==> config.mk <==
export PLATFORM = sky130hd
export DESIGN_NAME = int_to_ascii_field_formatter_flat
export DESIGN_NICKNAME = d
export VERILOG_FILES = /design/src/rtl/core/i2a_pkg.sv /design/src/rtl/core/i2a_in_if.sv /design/src/rtl/core/i2a_out_if.sv /design/src/rtl/core/i2a_dabble.sv /design/src/rtl/core/i2a_emit.sv /design/src/rtl/core/int_to_ascii_field_formatter.sv /design/src/flat_wrapper.sv
export SDC_FILE = /design/constraint.sdc
export NUM_CORES = 1
export LEC_CHECK = 0
export BUFFER_PORTS_ARGS = -buffer_cell sky130_fd_sc_hd__clkbuf_2
export CAP_MARGIN = 10
export CORE_MARGIN = 8
export CORE_UTILIZATION = 55
export DETAILED_ROUTE_END_ITERATION = 7
export PLACE_DENSITY_LB_ADDON = 0.12
export SYNTH_ARGS = -nofsm -noshare
export SYNTH_HDL_FRONTEND = slang
export SYNTH_SLANG_ARGS = --single-unit
==> constraint.sdc <==
create_clock -name clk -period 2.6 [get_ports clk]
set_input_delay 0.39 -clock clk [delete_from_list [all_inputs] [get_ports clk]]
set_output_delay 0.39 -clock clk [all_outputs]
set_load 0.02 [all_outputs]
==> src/rtl/core/i2a_pkg.sv <==
// shared types, constants and helpers of the integer to ascii field formatter
package i2a_pkg;

    // field limits
    localparam int MAX_WIDTH  = 32;
    localparam int VALUE_W    = 32;
    localparam int WIDTH_W    = 6;
    localparam int NDIG       = 10;
    localparam int NDIG_W     = 4;
    localparam int CHAR_W     = 8;
    localparam int BIT_CNT_W  = 5;

    // radix codes
    localparam logic [1:0] RADIX_DEC    = 2'd0;
    localparam logic [1:0] RADIX_HEX_LO = 2'd1;
    localparam logic [1:0] RADIX_HEX_UP = 2'd2;

    // character codes
    localparam logic [7:0] CH_ZERO  = 8'h30;
    localparam logic [7:0] CH_SPACE = 8'h20;
    localparam logic [7:0] CH_MINUS = 8'h2d;
    localparam logic [7:0] CH_LO_A  = 8'h61;
    localparam logic [7:0] CH_UP_A  = 8'h41;
    localparam logic [3:0] DEC_BASE = 4'd10;

    typedef logic [NDIG-1:0][3:0] digits_t;

    // conversion result flags towards the character sequencer
    typedef struct packed {
        logic              done;
        logic [NDIG_W-1:0] ndig;
    } conv_status_t;

    // command that starts a character run
    typedef struct packed {
        logic               start;
        logic               neg;
        logic               pad_zero;
        logic               upper;
        logic [WIDTH_W-1:0] field_width;
        logic [NDIG_W-1:0]  ndig;
    } emit_cmd_t;

    // one digit nibble to its ascii character
    function automatic logic [7:0] digit_char(input logic [3:0] nib, input logic upper);
        logic [7:0] base;
        begin
            base = upper ? CH_UP_A : CH_LO_A;
            if (nib < DEC_BASE)
                digit_char = CH_ZERO + {4'd0, nib};
            else
                digit_char = base + {4'd0, nib - DEC_BASE};
        end
    endfunction

endpackage

==> src/rtl/core/i2a_in_if.sv <==
// input channel: one integer with its format controls per word
interface i2a_in_if;
    logic                              valid;
    logic                              ready;
    logic [i2a_pkg::VALUE_W-1:0]       value;
    logic                              is_signed;
    logic [1:0]                        radix_mode;
    logic                              pad_zero;
    logic [i2a_pkg::WIDTH_W-1:0]       width;

    modport source (output valid, value, is_signed, radix_mode, pad_zero, width,
                    input ready);
    modport sink   (input valid, value, is_signed, radix_mode, pad_zero, width,
                    output ready);
endinterface

==> src/rtl/core/i2a_out_if.sv <==
// output channel: one ascii character per word
interface i2a_out_if;
    logic                        valid;
    logic                        ready;
    logic [i2a_pkg::CHAR_W-1:0]  out_char;
    logic                        last;

    modport source (output valid, out_char, last, input ready);
    modport sink   (input valid, out_char, last, output ready);
endinterface

==> src/rtl/core/i2a_dabble.sv <==
// bit-serial binary to bcd / hex nibble converter, one operand bit per cycle
module i2a_dabble (
    input  logic                          clk,
    input  logic                          rst_n,
    input  logic                          start,
    input  logic                          decimal,
    input  logic [i2a_pkg::VALUE_W-1:0]   value,
    output i2a_pkg::digits_t              digits,
    output i2a_pkg::conv_status_t         status
);
    import i2a_pkg::*;

    logic [VALUE_W-1:0]   shf_reg, shf_next;
    logic [NDIG*4-1:0]    bcd_reg, bcd_next;
    logic [BIT_CNT_W-1:0] cnt_reg, cnt_next;
    logic                 busy_reg, busy_next;
    logic                 done_reg, done_next;
    logic                 dec_reg, dec_next;
    digits_t              corr;
    logic [NDIG_W-1:0]    nd;

    // add-three correction on every bcd digit
    always_comb
    begin
        corr = bcd_reg;
        if (dec_reg)
        begin
            for (int i = 0; i < NDIG; i++)
            begin
                if (corr[i] >= 4'd5)
                    corr[i] = corr[i] + 4'd3;
            end
        end
    end

    // shift sequencing
    always_comb
    begin
        shf_next  = shf_reg;
        bcd_next  = bcd_reg;
        cnt_next  = cnt_reg;
        busy_next = busy_reg;
        dec_next  = dec_reg;
        done_next = 1'b0;
        if (start)
        begin
            shf_next  = value;
            bcd_next  = '0;
            cnt_next  = '0;
            busy_next = 1'b1;
            dec_next  = decimal;
        end
        else if (busy_reg)
        begin
            bcd_next = {corr[NDIG-1][2:0], corr[NDIG-2:0], shf_reg[VALUE_W-1]};
            shf_next = {shf_reg[VALUE_W-2:0], 1'b0};
            cnt_next = cnt_reg + 1'b1;
            if (cnt_reg == {BIT_CNT_W{1'b1}})
            begin
                busy_next = 1'b0;
                done_next = 1'b1;
            end
        end
    end

    // control registers
    always_ff @(posedge clk or negedge rst_n)
    begin
        if (!rst_n)
        begin
            busy_reg <= 1'b0;
            done_reg <= 1'b0;
            cnt_reg  <= '0;
        end
        else
        begin
            busy_reg <= busy_next;
            done_reg <= done_next;
            cnt_reg  <= cnt_next;
        end
    end

    // datapath registers
    always_ff @(posedge clk)
    begin
        shf_reg <= shf_next;
        bcd_reg <= bcd_next;
        dec_reg <= dec_next;
    end

    // significant digit count, at least one
    always_comb
    begin
        nd = NDIG_W'(1);
        for (int i = 1; i < NDIG; i++)
        begin
            if (bcd_reg[i*4 +: 4] != 4'd0)
                nd = NDIG_W'(i + 1);
        end
    end

    assign digits      = bcd_reg;
    assign status.done = done_reg;
    assign status.ndig = nd;

endmodule

==> src/rtl/core/i2a_emit.sv <==
// character sequencer: sign, padding and digits, one character per word
module i2a_emit (
    input  logic                 clk,
    input  logic                 rst_n,
    input  i2a_pkg::emit_cmd_t   cmd,
    input  i2a_pkg::digits_t     digits,
    output logic                 busy,
    i2a_out_if.source            out_ch
);
    import i2a_pkg::*;

    logic [CHAR_W-1:0]  char_reg, char_next;
    logic               last_reg, last_next;
    logic               valid_reg, valid_next;
    logic               more_reg, more_next;
    logic [WIDTH_W-1:0] pos_reg, pos_next;
    logic               padz_reg, padz_next;
    logic               upper_reg, upper_next;
    logic [NDIG_W-1:0]  ndig_reg, ndig_next;
    digits_t            dig_reg, dig_next;
    logic               accepted;
    logic               load;
    logic [3:0]         nib;
    logic [CHAR_W-1:0]  pos_char;

    assign accepted = valid_reg && out_ch.ready;
    assign load     = more_reg && (!valid_reg || accepted);

    // character at the current field position
    always_comb
    begin
        nib = 4'd0;
        for (int i = 0; i < NDIG; i++)
        begin
            if (pos_reg == WIDTH_W'(i))
                nib = dig_reg[i];
        end
        if (pos_reg < {{(WIDTH_W-NDIG_W){1'b0}}, ndig_reg})
            pos_char = digit_char(nib, upper_reg);
        else
            pos_char = padz_reg ? CH_ZERO : CH_SPACE;
    end

    // run sequencing and output register
    always_comb
    begin
        char_next  = char_reg;
        last_next  = last_reg;
        valid_next = valid_reg;
        more_next  = more_reg;
        pos_next   = pos_reg;
        padz_next  = padz_reg;
        upper_next = upper_reg;
        ndig_next  = ndig_reg;
        dig_next   = dig_reg;
        if (cmd.start)
        begin
            padz_next  = cmd.pad_zero;
            upper_next = cmd.upper;
            ndig_next  = cmd.ndig;
            dig_next   = digits;
            pos_next   = cmd.field_width - 1'b1;
            more_next  = 1'b1;
            valid_next = cmd.neg;
            char_next  = CH_MINUS;
            last_next  = 1'b0;
        end
        else if (load)
        begin
            char_next  = pos_char;
            last_next  = (pos_reg == '0);
            more_next  = (pos_reg != '0);
            pos_next   = pos_reg - 1'b1;
            valid_next = 1'b1;
        end
        else if (accepted)
        begin
            valid_next = 1'b0;
        end
    end

    // control registers
    always_ff @(posedge clk or negedge rst_n)
    begin
        if (!rst_n)
        begin
            valid_reg <= 1'b0;
            more_reg  <= 1'b0;
            pos_reg   <= '0;
        end
        else
        begin
            valid_reg <= valid_next;
            more_reg  <= more_next;
            pos_reg   <= pos_next;
        end
    end

    // payload registers
    always_ff @(posedge clk)
    begin
        char_reg  <= char_next;
        last_reg  <= last_next;
        padz_reg  <= padz_next;
        upper_reg <= upper_next;
        ndig_reg  <= ndig_next;
        dig_reg   <= dig_next;
    end

    assign busy            = valid_reg || more_reg;
    assign out_ch.valid    = valid_reg;
    assign out_ch.out_char = char_reg;
    assign out_ch.last     = last_reg;

endmodule

==> src/rtl/core/int_to_ascii_field_formatter.sv <==
// top level of the integer to ascii field formatter
//
// in_ch takes one word: a 32-bit value, a signed flag, a radix code (decimal,
// lowercase hex, uppercase hex; code 3 acts as uppercase hex), a zero-pad flag
// and a field width (0 selects the natural digit count, widths above 32 are
// clamped to 32). out_ch returns one ascii character per word: a minus sign
// for negative signed decimals, padding, then digits, the final one with last.
// A field narrower than the digit count keeps the lowest digits.
// The value is shifted through the binary to bcd converter one bit per cycle;
// when the conversion is done the run starts, a sign (if any) being loaded
// straight into the output register. Characters then leave one per cycle while
// out_ch.ready is high. One word is processed at a time: in_ch.ready is high
// only while idle, so a new word is taken once the previous run has ended.
// A stalled receiver simply holds the output register; the run resumes when
// out_ch.ready returns. Reset empties the converter and the output register and
// returns the block to idle with in_ch.ready high.
module int_to_ascii_field_formatter (
    input  logic       clk,
    input  logic       rst_n,
    i2a_in_if.sink     in_ch,
    i2a_out_if.source  out_ch
);
    import i2a_pkg::*;

    typedef enum logic [2:0] {
        ST_IDLE = 3'b001,
        ST_CONV = 3'b010,
        ST_EMIT = 3'b100
    } state_t;

    state_t             state_reg, state_next;
    logic               neg_reg, neg_next;
    logic               padz_reg, padz_next;
    logic               upper_reg, upper_next;
    logic [WIDTH_W-1:0] wsat_reg, wsat_next;
    logic               accept;
    logic               decimal;
    logic               neg_in;
    logic [VALUE_W-1:0] mag;
    digits_t            digits;
    conv_status_t       conv_st;
    emit_cmd_t          cmd;
    logic               emit_busy;

    assign in_ch.ready = (state_reg == ST_IDLE);
    assign accept      = in_ch.valid && in_ch.ready;

    // magnitude of the operand
    assign decimal = (in_ch.radix_mode == RADIX_DEC);
    assign neg_in  = decimal && in_ch.is_signed && in_ch.value[VALUE_W-1];
    assign mag     = neg_in ? (~in_ch.value + 1'b1) : in_ch.value;

    i2a_dabble u_dabble (
        .clk     (clk),
        .rst_n   (rst_n),
        .start   (accept),
        .decimal (decimal),
        .value   (mag),
        .digits  (digits),
        .status  (conv_st)
    );

    // run command once the digits are ready
    always_comb
    begin
        cmd.start       = conv_st.done;
        cmd.neg         = neg_reg;
        cmd.pad_zero    = padz_reg;
        cmd.upper       = upper_reg;
        cmd.ndig        = conv_st.ndig;
        cmd.field_width = (wsat_reg == '0) ?
                          {{(WIDTH_W-NDIG_W){1'b0}}, conv_st.ndig} : wsat_reg;
    end

    i2a_emit u_emit (
        .clk    (clk),
        .rst_n  (rst_n),
        .cmd    (cmd),
        .digits (digits),
        .busy   (emit_busy),
        .out_ch (out_ch)
    );

    // item capture and state sequencing
    always_comb
    begin
        state_next = state_reg;
        neg_next   = neg_reg;
        padz_next  = padz_reg;
        upper_next = upper_reg;
        wsat_next  = wsat_reg;
        case (state_reg)
            ST_IDLE:
            begin
                if (accept)
                begin
                    neg_next   = neg_in;
                    padz_next  = in_ch.pad_zero;
                    upper_next = (in_ch.radix_mode != RADIX_HEX_LO);
                    wsat_next  = (in_ch.width > WIDTH_W'(MAX_WIDTH)) ?
                                 WIDTH_W'(MAX_WIDTH) : in_ch.width;
                    state_next = ST_CONV;
                end
            end
            ST_CONV:
            begin
                if (conv_st.done)
                    state_next = ST_EMIT;
            end
            ST_EMIT:
            begin
                if (!emit_busy)
                    state_next = ST_IDLE;
            end
            default:
            begin
                state_next = ST_IDLE;
            end
        endcase
    end

    // control registers
    always_ff @(posedge clk or negedge rst_n)
    begin
        if (!rst_n)
            state_reg <= ST_IDLE;
        else
            state_reg <= state_next;
    end

    // captured format controls
    always_ff @(posedge clk)
    begin
        neg_reg   <= neg_next;
        padz_reg  <= padz_next;
        upper_reg <= upper_next;
        wsat_reg  <= wsat_next;
    end

endmodule
==> src/flat_wrapper.sv <==
// flat-port wrapper written by rule: the top's interface ports become plain ports
module int_to_ascii_field_formatter_flat import i2a_pkg::*;
  (clk, rst_n, in_ch_valid, in_ch_value, in_ch_is_signed, in_ch_radix_mode, in_ch_pad_zero, in_ch_width, in_ch_ready, out_ch_valid, out_ch_out_char, out_ch_last, out_ch_ready);
  i2a_in_if in_ch_i ();
  i2a_out_if out_ch_i ();
  input  logic clk;
  input  logic rst_n;
  input wire logic [$bits(in_ch_i.valid)-1:0] in_ch_valid;
  input wire logic [$bits(in_ch_i.value)-1:0] in_ch_value;
  input wire logic [$bits(in_ch_i.is_signed)-1:0] in_ch_is_signed;
  input wire logic [$bits(in_ch_i.radix_mode)-1:0] in_ch_radix_mode;
  input wire logic [$bits(in_ch_i.pad_zero)-1:0] in_ch_pad_zero;
  input wire logic [$bits(in_ch_i.width)-1:0] in_ch_width;
  output wire logic [$bits(in_ch_i.ready)-1:0] in_ch_ready;
  output wire logic [$bits(out_ch_i.valid)-1:0] out_ch_valid;
  output wire logic [$bits(out_ch_i.out_char)-1:0] out_ch_out_char;
  output wire logic [$bits(out_ch_i.last)-1:0] out_ch_last;
  input wire logic [$bits(out_ch_i.ready)-1:0] out_ch_ready;
  assign in_ch_i.valid = in_ch_valid;
  assign in_ch_i.value = in_ch_value;
  assign in_ch_i.is_signed = in_ch_is_signed;
  assign in_ch_i.radix_mode = in_ch_radix_mode;
  assign in_ch_i.pad_zero = in_ch_pad_zero;
  assign in_ch_i.width = in_ch_width;
  assign in_ch_ready = in_ch_i.ready;
  assign out_ch_valid = out_ch_i.valid;
  assign out_ch_out_char = out_ch_i.out_char;
  assign out_ch_last = out_ch_i.last;
  assign out_ch_i.ready = out_ch_ready;
  int_to_ascii_field_formatter u_core (.clk(clk), .rst_n(rst_n), .in_ch(in_ch_i), .out_ch(out_ch_i));
endmodule
==> results.py, run 1 <==
metrics = {
    "setup_path": {
        "critPathMaxFanout": 5,
        "endpoint_kind": "register",
        "cp-start-kind": "register",
        "cp_common_cell": "ha_4",
        "r2r_cells": 10,
        "rrSetupSlack_ns": 0.04,
        "cp_slowest_stage_delay_ns": 0.44,
        "path_class": "reg -> reg",
        "crit_chain": "buf_6, ha_4, a21o_2, a32o_1, a222oi_1, o221a_2, ha_4, and3b_1, o21ai_0, a21oi_1",
        "crit_buf_inv": 1,
        "crit_family": "compound AO/OA/AOI/OAI gates",
        "reg2reg_to": "u_core.u_emit.out_ch.out_char[4]$_SDFFE_PP0P_",
        "cp.arrival_ns": 2.91,
        "cp_slowest_cell": "dfrtp_2",
        "reg2reg_from": "u_core.u_emit.pos_reg[0]$_DFFE_PN0P_",
        "critPathRequiredTime_ns": 2.94,
    },
    "clocking": {
        "clk_pin_slew_ns": 0.06,
        "clock_latency_ns": 0.42,
        "cts_htree_levels": 4,
        "cts_sinks": 154,
        "cts-root-buf": "clkbuf_16",
        "cts_tree": "built",
        "cts_buffer_depth": 2,
        "cts_made_buffers": 17,
    },
    "yosys": {
        "syn_avg_cell_area_um2": 9.82,
        "synth_warnings": 0,
        "synthesis.nets": 928,
        "netlist_instances": 847,
        "ys.flop_type": "edfxtp_1",
        "syn_area_um2": 8320,
        "synth_common_cells": "edfxtp_1 (88), nor2_1 (80), a21oi_1 (75)",
        "synth-seq-cells": 154,
        "seq_area_frac_synth_pct": 48.7,
        "synth_cell_type_count": 75,
        "synth_top_area_share_pct": 31.8,
        "synth_edf_count": 88,
        "yosysTopAreaCell": "edfxtp_1",
        "synth.area.top_cells": "edfxtp_1 (32%), dfxtp_1 (12%), ha_1 (5.3%)",
        "synth_most_common_cell": "edfxtp_1",
        "async_flop_share_pct": 11.7,
    },
    "sta": {
        "worst_pin_slew_ns": 0.789,
        "grt_setup_unrepaired": "true",
        "fin_ws_ns": 0.0359,
        "fin_crit_ns": 2.56,
        "fmax_mhz": 390,
        "slew_violations": 0,
        "slew_headroom_pct": 47.4,
        "final_hold_viol_count": 0,
        "min_period_over_period_pct": 98.6,
        "setup_viol": 0,
        "clock_skew_ns": 0.00782,
    },
    "flow_run": {
        "drv_cap": 0,
    },
    "finish": {
        "drive_gt1_share_pct": 21.5,
        "fillers": 1138,
        "fin_cells": 1162,
        "syn_to_final_growth_pct": 20.3,
        "antenna_cells": 0,
        "final_nets": 1042,
    },
    "pwr": {
        "power_frac_comb_pct": 43.3,
        "total_leakage_power_nw": 4.01,
        "power.internal_w": 0.00744,
        "power_switching_w": 0.00409,
        "p_clk_share_pct": 21.8,
        "seqPwrFrac_pct": 34.8,
        "p_sw_share_pct": 35.4,
        "power_density_nw_per_um2": 1150,
        "peakVddDrop_mv": 0.645,
    },
    "routing": {
        "postRouteAntennaNets": 0,
        "wl_per_cell_um": 15.9,
        "dr.pass1.iters": 5,
        "drc": 0,
        "drt_iter0_markers": 390,
        "vias": 6638,
        "viasPerCell": 5.71,
        "routed_wl_mm": 18.5,
    },
    "global_route": {
        "grt_pass1_vias": 6357,
        "grt_pass1_wl_mm": 30.1,
        "antenna_found_initial": 0,
        "grt_max_degree": 70,
        "gr-total-overflow": 0,
        "groute.usage.overall_pct": 19.0,
    },
    "floorplan": {
        "die_h_um": 139,
        "ios": 57,
        "die_area_um2": 19300,
        "die_w_um": 139,
        "initial_core_util_pct": 55.6,
        "std_cell_rows": 45,
        "core-area_um2": 15000,
    },
    "placed_design": {
        "port_buffers": 55,
        "place_ws_ns": -0.0621,
        "place_congestion": 0.888,
        "place_hpwl_mm": 13.3,
        "dp.cells": 1122,
    },
    "worst_hold_path": {
        "hold-path-endpoint": "u_core.padz_reg$_DFFE_PP_",
        "holdPathStages": 1,
        "hold_start": "in_ch_pad_zero",
        "holdCritPathClass": "in -> reg",
    },
    "run_status": {
        "status": "completed",
    },
}
## metal layers
layer  track usage, %  wire (µm)
met1             23.5       8330
met3             4.82        733
met2             32.0       9150
met5                0          0
met4             5.60        290
## cells in the final DEF, fill, tap and decap left out, drive strengths merged, types with 3 or more instances in the layout
master,instances
nand3,25
nand2,74
dfxtp,48
buf,79
a21oi,76
nor3,13
xnor2,37
edfxtp,88
a2bb2oi,3
clkinv,3
nand2b,25
and2,7
nor3b,17
ha,35
mux2i,13
nand4,4
o21ai,57
or3,6
o31ai,7
or3b,3
nor4,5
clkbuf,81
nor2,80
a211oi,21
inv,38
and3,6
dfrtp,17
a31oi,3
a21o,7
or4,4
o211ai,12
nand3b,5
nor2b,18
xor2,14
## cell type report
class | instances | area, µm² | share of cell area (%)
well taps | 188 | 235 | 2.35
multi-input cells | 615 | 4040 | 40.3
repair buffers | 135 | 927 | 9.26
flip-flops and latches | 154 | 4060 | 40.6
clock buffers | 26 | 522 | 5.21
inverters | 38 | 143 | 1.42
clock inverters | 6 | 85.1 | 0.850
## worst max path at each step
stage | startpoint | end | cells after the start
final | u_core.u_emit.pos_reg[0]$_DFFE_PN0P_ | u_core.u_emit.out_ch.out_char[4]$_SDFFE_PP0P_ | 10
after global routing | u_core.u_dabble.digits[5]$_SDFFE_PP0P_ | u_core.u_emit.pos_reg[4]$_DFFE_PN0P_ | 11
after CTS | u_core.u_emit.pos_reg[1]$_DFFE_PN0P_ | u_core.u_emit.out_ch.out_char[0]$_SDFFE_PP1P_ | 11
after detailed placement | u_core.u_dabble.digits[5]$_SDFFE_PP0P_ | u_core.u_emit.pos_reg[4]$_DFFE_PN0P_ | 11
after global placement | u_core.u_dabble.digits[5]$_SDFFE_PP0P_ | u_core.u_emit.pos_reg[4]$_DFFE_PN0P_ | 11
after floorplan | u_core.u_dabble.digits[4]$_SDFFE_PP0P_ | u_core.u_emit.pos_reg[4]$_DFFE_PN0P_ | 11
## power groups by stage
stage / combinational, W / sequential [W] / clock, W
floorplan: 0.00289 / 0.00396 / 0
global placement: 0.00440 / 0.00399 / 0
detailed placement: 0.00455 / 0.00404 / 0
CTS: 0.00462 / 0.00399 / 0.00257
global route: 0.00556 / 0.00411 / 0.00265
finish: 0.00500 / 0.00402 / 0.00252
## through the flow
step / instance area, µm² / hold WS, ns / setup TNS, ns / power [W] / utilization, %
6_report: 10000 / 0.162 / 0 / 0.0115 / 66.9
5_1_grt: 10000 / 0.149 / -0.255 / 0.0123 / 66.9
4_1_cts: 9820 / 0.153 / 0 / 0.0112 / 65.5
3_5_place_dp: 9190 / 0.359 / -0.109 / 0.00859 / 61.4
3_3_place_gp: 9190 / 0.354 / 0 / 0.00839 / 61.4
2_1_floorplan: 8320 / 0.0944 / 0 / 0.00685 / -
## cells by family after synthesis
kind of cell	Yosys count	synth area share (%)
simple gates	300	18.5
compound gates	215	16.1
flops	154	48.7
buf+inv	78	4.39
xor+xnor	51	5.37
fa+ha+maj	35	5.26
mux	13	1.56
other cells	1	0.0451
## repair_timing
| action | CTS | global route |
|---|---|---|
| gates resized for setup | 4 | 41 |
| buffers inserted | 1 | 6 |
| hold buffers | 1 | 0 |
| pin swaps | 3 | 17 |
| endpoints found under the hold margin | 17 | 0 |
| gates cloned | 0 | 0 |
| setup endpoints to repair | 4 | 11 |
(Power assumes the default switching activity.)
==> inputs of run 2 (changes only) <==
Settings changed: CORE_UTILIZATION 55 to 45, TNS_END_PERCENT from default to 5.
==> run 2 against run 1 <==
Effect of this change: die area is 20% higher; fmax fell by 0.46%; sequential share of layout area is 0.26 points higher; routed wire length is 3.4% higher; count of clock-buffer cells in the layout is 9 lower; sequential power about the same; flip-flop and latch count stayed put; worst hold slack gained 0.00097 ns; final cell count grew 2.8%; power decreased by 1.9%.
==> results.py, run 2 (synthesized netlist as in run 1, its figures left out) <==
metrics = {
    "sta": {
        "final_hold_viol_count": 0,
        "fmax_mhz": 388,
        "slew_violations": 0,
        "setup_viol": 0,
        "tns_ns": 0,
        "clock_skew_ns": 0.0117,
        "slew_headroom_pct": 55.3,
        "fin_ws_ns": 0.0240,
        "min_period_over_period_pct": 99.1,
        "worst_pin_slew_ns": 0.671,
        "fin_crit_ns": 2.58,
        "grt_setup_unrepaired": "true",
    },
    "routing": {
        "postRouteAntennaNets": 0,
        "drt_iter0_markers": 512,
        "drc": 0,
        "vias": 6498,
        "viasPerCell": 5.44,
        "routed_wl_mm": 19.1,
        "dr.pass1.iters": 5,
        "wl_per_cell_um": 16.0,
    },
    "floorplan": {
        "initial_core_util_pct": 46.0,
        "die_w_um": 152,
        "ios": 57,
        "core-area_um2": 18100,
        "die_h_um": 152,
        "die_area_um2": 23100,
        "std_cell_rows": 49,
    },
    "worst_hold_path": {
        "holdCritPathClass": "in -> reg",
        "holdPathStages": 1,
    },
    "finish": {
        "syn_to_final_growth_pct": 19.5,
        "antenna_cells": 0,
        "drive_gt1_share_pct": 20.8,
        "fillers": 1592,
        "final_common_cell": "edfxtp_1",
        "multi_input_area_um2": 4000,
        "layout_common_cells": "edfxtp_1 (88), nor2_1 (80), a21oi_1 (75)",
        "postLayoutCellArea_um2": 9940,
        "final-seq-area_um2": 4060,
        "final_nets": 1033,
        "fin_cells": 1194,
    },
    "global_route": {
        "gr-total-overflow": 0,
        "groute.usage.overall_pct": 16.4,
        "grt_pass1_wl_mm": 31.3,
        "grt_max_degree": 76,
        "grt_pass1_vias": 6378,
        "antenna_found_initial": 0,
    },
    "placed_design": {
        "place_congestion": 0.924,
        "post_dp_cell_area_um2": 9180,
        "dp.cells": 1155,
        "place_hpwl_mm": 13.6,
        "port_buffers": 55,
        "place_ws_ns": -0.0659,
    },
    "clocking": {
        "cts_sinks": 154,
        "clock_latency_ns": 0.43,
        "cts_made_buffers": 17,
        "clk_pin_slew_ns": 0.07,
        "cts_buffer_depth": 2,
        "cts-root-buf": "clkbuf_16",
        "cts_htree_levels": 4,
        "cts_tree": "built",
    },
    "setup_path": {
        "r2r_cells": 11,
        "path_class": "reg -> reg",
        "endpoint_kind": "register",
        "cp-start-kind": "register",
        "cp.arrival_ns": 2.89,
        "critPathRequiredTime_ns": 2.92,
        "critPathMaxFanout": 5,
    },
    "pwr": {
        "power_frac_comb_pct": 42.2,
        "power_switching_w": 0.00416,
        "seqPwrFrac_pct": 35.3,
        "peakVddDrop_mv": 0.740,
        "power.internal_w": 0.00716,
        "p_clk_share_pct": 22.5,
        "total_leakage_power_nw": 3.97,
        "power_density_nw_per_um2": 1140,
        "p_total_w": 0.0113,
        "p_sw_share_pct": 36.7,
    },
    "flow_run": {
        "drv_cap": 0,
    },
    "run_status": {
        "status": "completed",
    },
}
run 2: path summary, 6_finish.rpt:
kind | startpoint | to | slack, ns
setup reg to reg | u_core.u_emit.pos_reg[3]$_DFFE_PN0P_ | u_core.u_emit.out_ch.out_char[3]$_SDFFE_PP1P_ | 0.02
hold / removal | in_ch_pad_zero | u_core.padz_reg$_DFFE_PP_ | 0.16
max in group asynchronous | rst_n | u_core.u_dabble.done_reg$_DFF_PN0_ | 1.78
setup / recovery | u_core.u_emit.pos_reg[3]$_DFFE_PN0P_ | u_core.u_emit.out_ch.out_char[3]$_SDFFE_PP1P_ | 0.02
min in group asynchronous | rst_n | u_core.state_reg[2]$_DFFE_PN0P_ | 0.46
hold reg to reg | u_core.padz_reg$_DFFE_PP_ | u_core.u_emit.padz_reg$_DFFE_PP_ | 0.43
run 2: layout make-up:
type | instances | area share [%]
clock buffers | 17 | 4.28
clock inverters | 15 | 1.76
well taps | 229 | 2.88
inverters | 38 | 1.43
multi-input cells | 615 | 40.2
repair buffers | 126 | 8.64
flip-flops and latches | 154 | 40.8
run 2: worst max-delay path, stage by stage, from the launching register on:
cell	delay (ns)
dfrtp_1	0.42
buf_6	0.15
buf_4	0.13
nor3b_1	0.32
buf_4	0.19
nand2_1	0.09
o2111ai_1	0.24
o221a_2	0.32
ha_1	0.21
nand3_1	0.11
a22oi_1	0.20
o21ai_0	0.10
run 2: power groups by stage:
stage	Sequential (W)	Clock, W	Combinational (W)
2_1_floorplan	0.00396	0	0.00289
3_3_place_gp	0.00399	0	0.00431
3_5_place_dp	0.00403	0	0.00445
4_1_cts	0.00398	0.00261	0.00450
5_1_grt	0.00408	0.00269	0.00530
6_report	0.00400	0.00254	0.00477
run 2: layer usage:
| metal | track usage, % | wire (µm) | up-vias |
|---|---|---|---|
| met1 | 20.6 | 8830 | 3077 |
| met4 | 5.85 | 304 | 0 |
| met2 | 26.9 | 9120 | 140 |
| met5 | 0 | 0 | - |
| met3 | 3.97 | 889 | 25 |
| li1 | - | - | 3256 |
run 2: through the flow:
stage	hold slack [ns]	util (%)
after floorplan	0.0944	-
after global placement	0.367	50.8
after detailed placement	0.382	50.8
after CTS	0.139	54.2
after global routing	0.137	55.0
final	0.163	55.0
run 2: repair_timing:
| item | 4_1_cts | 5_1_grt |
|---|---|---|
| gates resized for setup | 4 | 30 |
| endpoints found under the setup margin | 5 | 10 |
| buffers inserted | 0 | 6 |
| hold buffers | 1 | 0 |
| endpoints found under the hold margin | 17 | 0 |
| pin swaps | 1 | 11 |
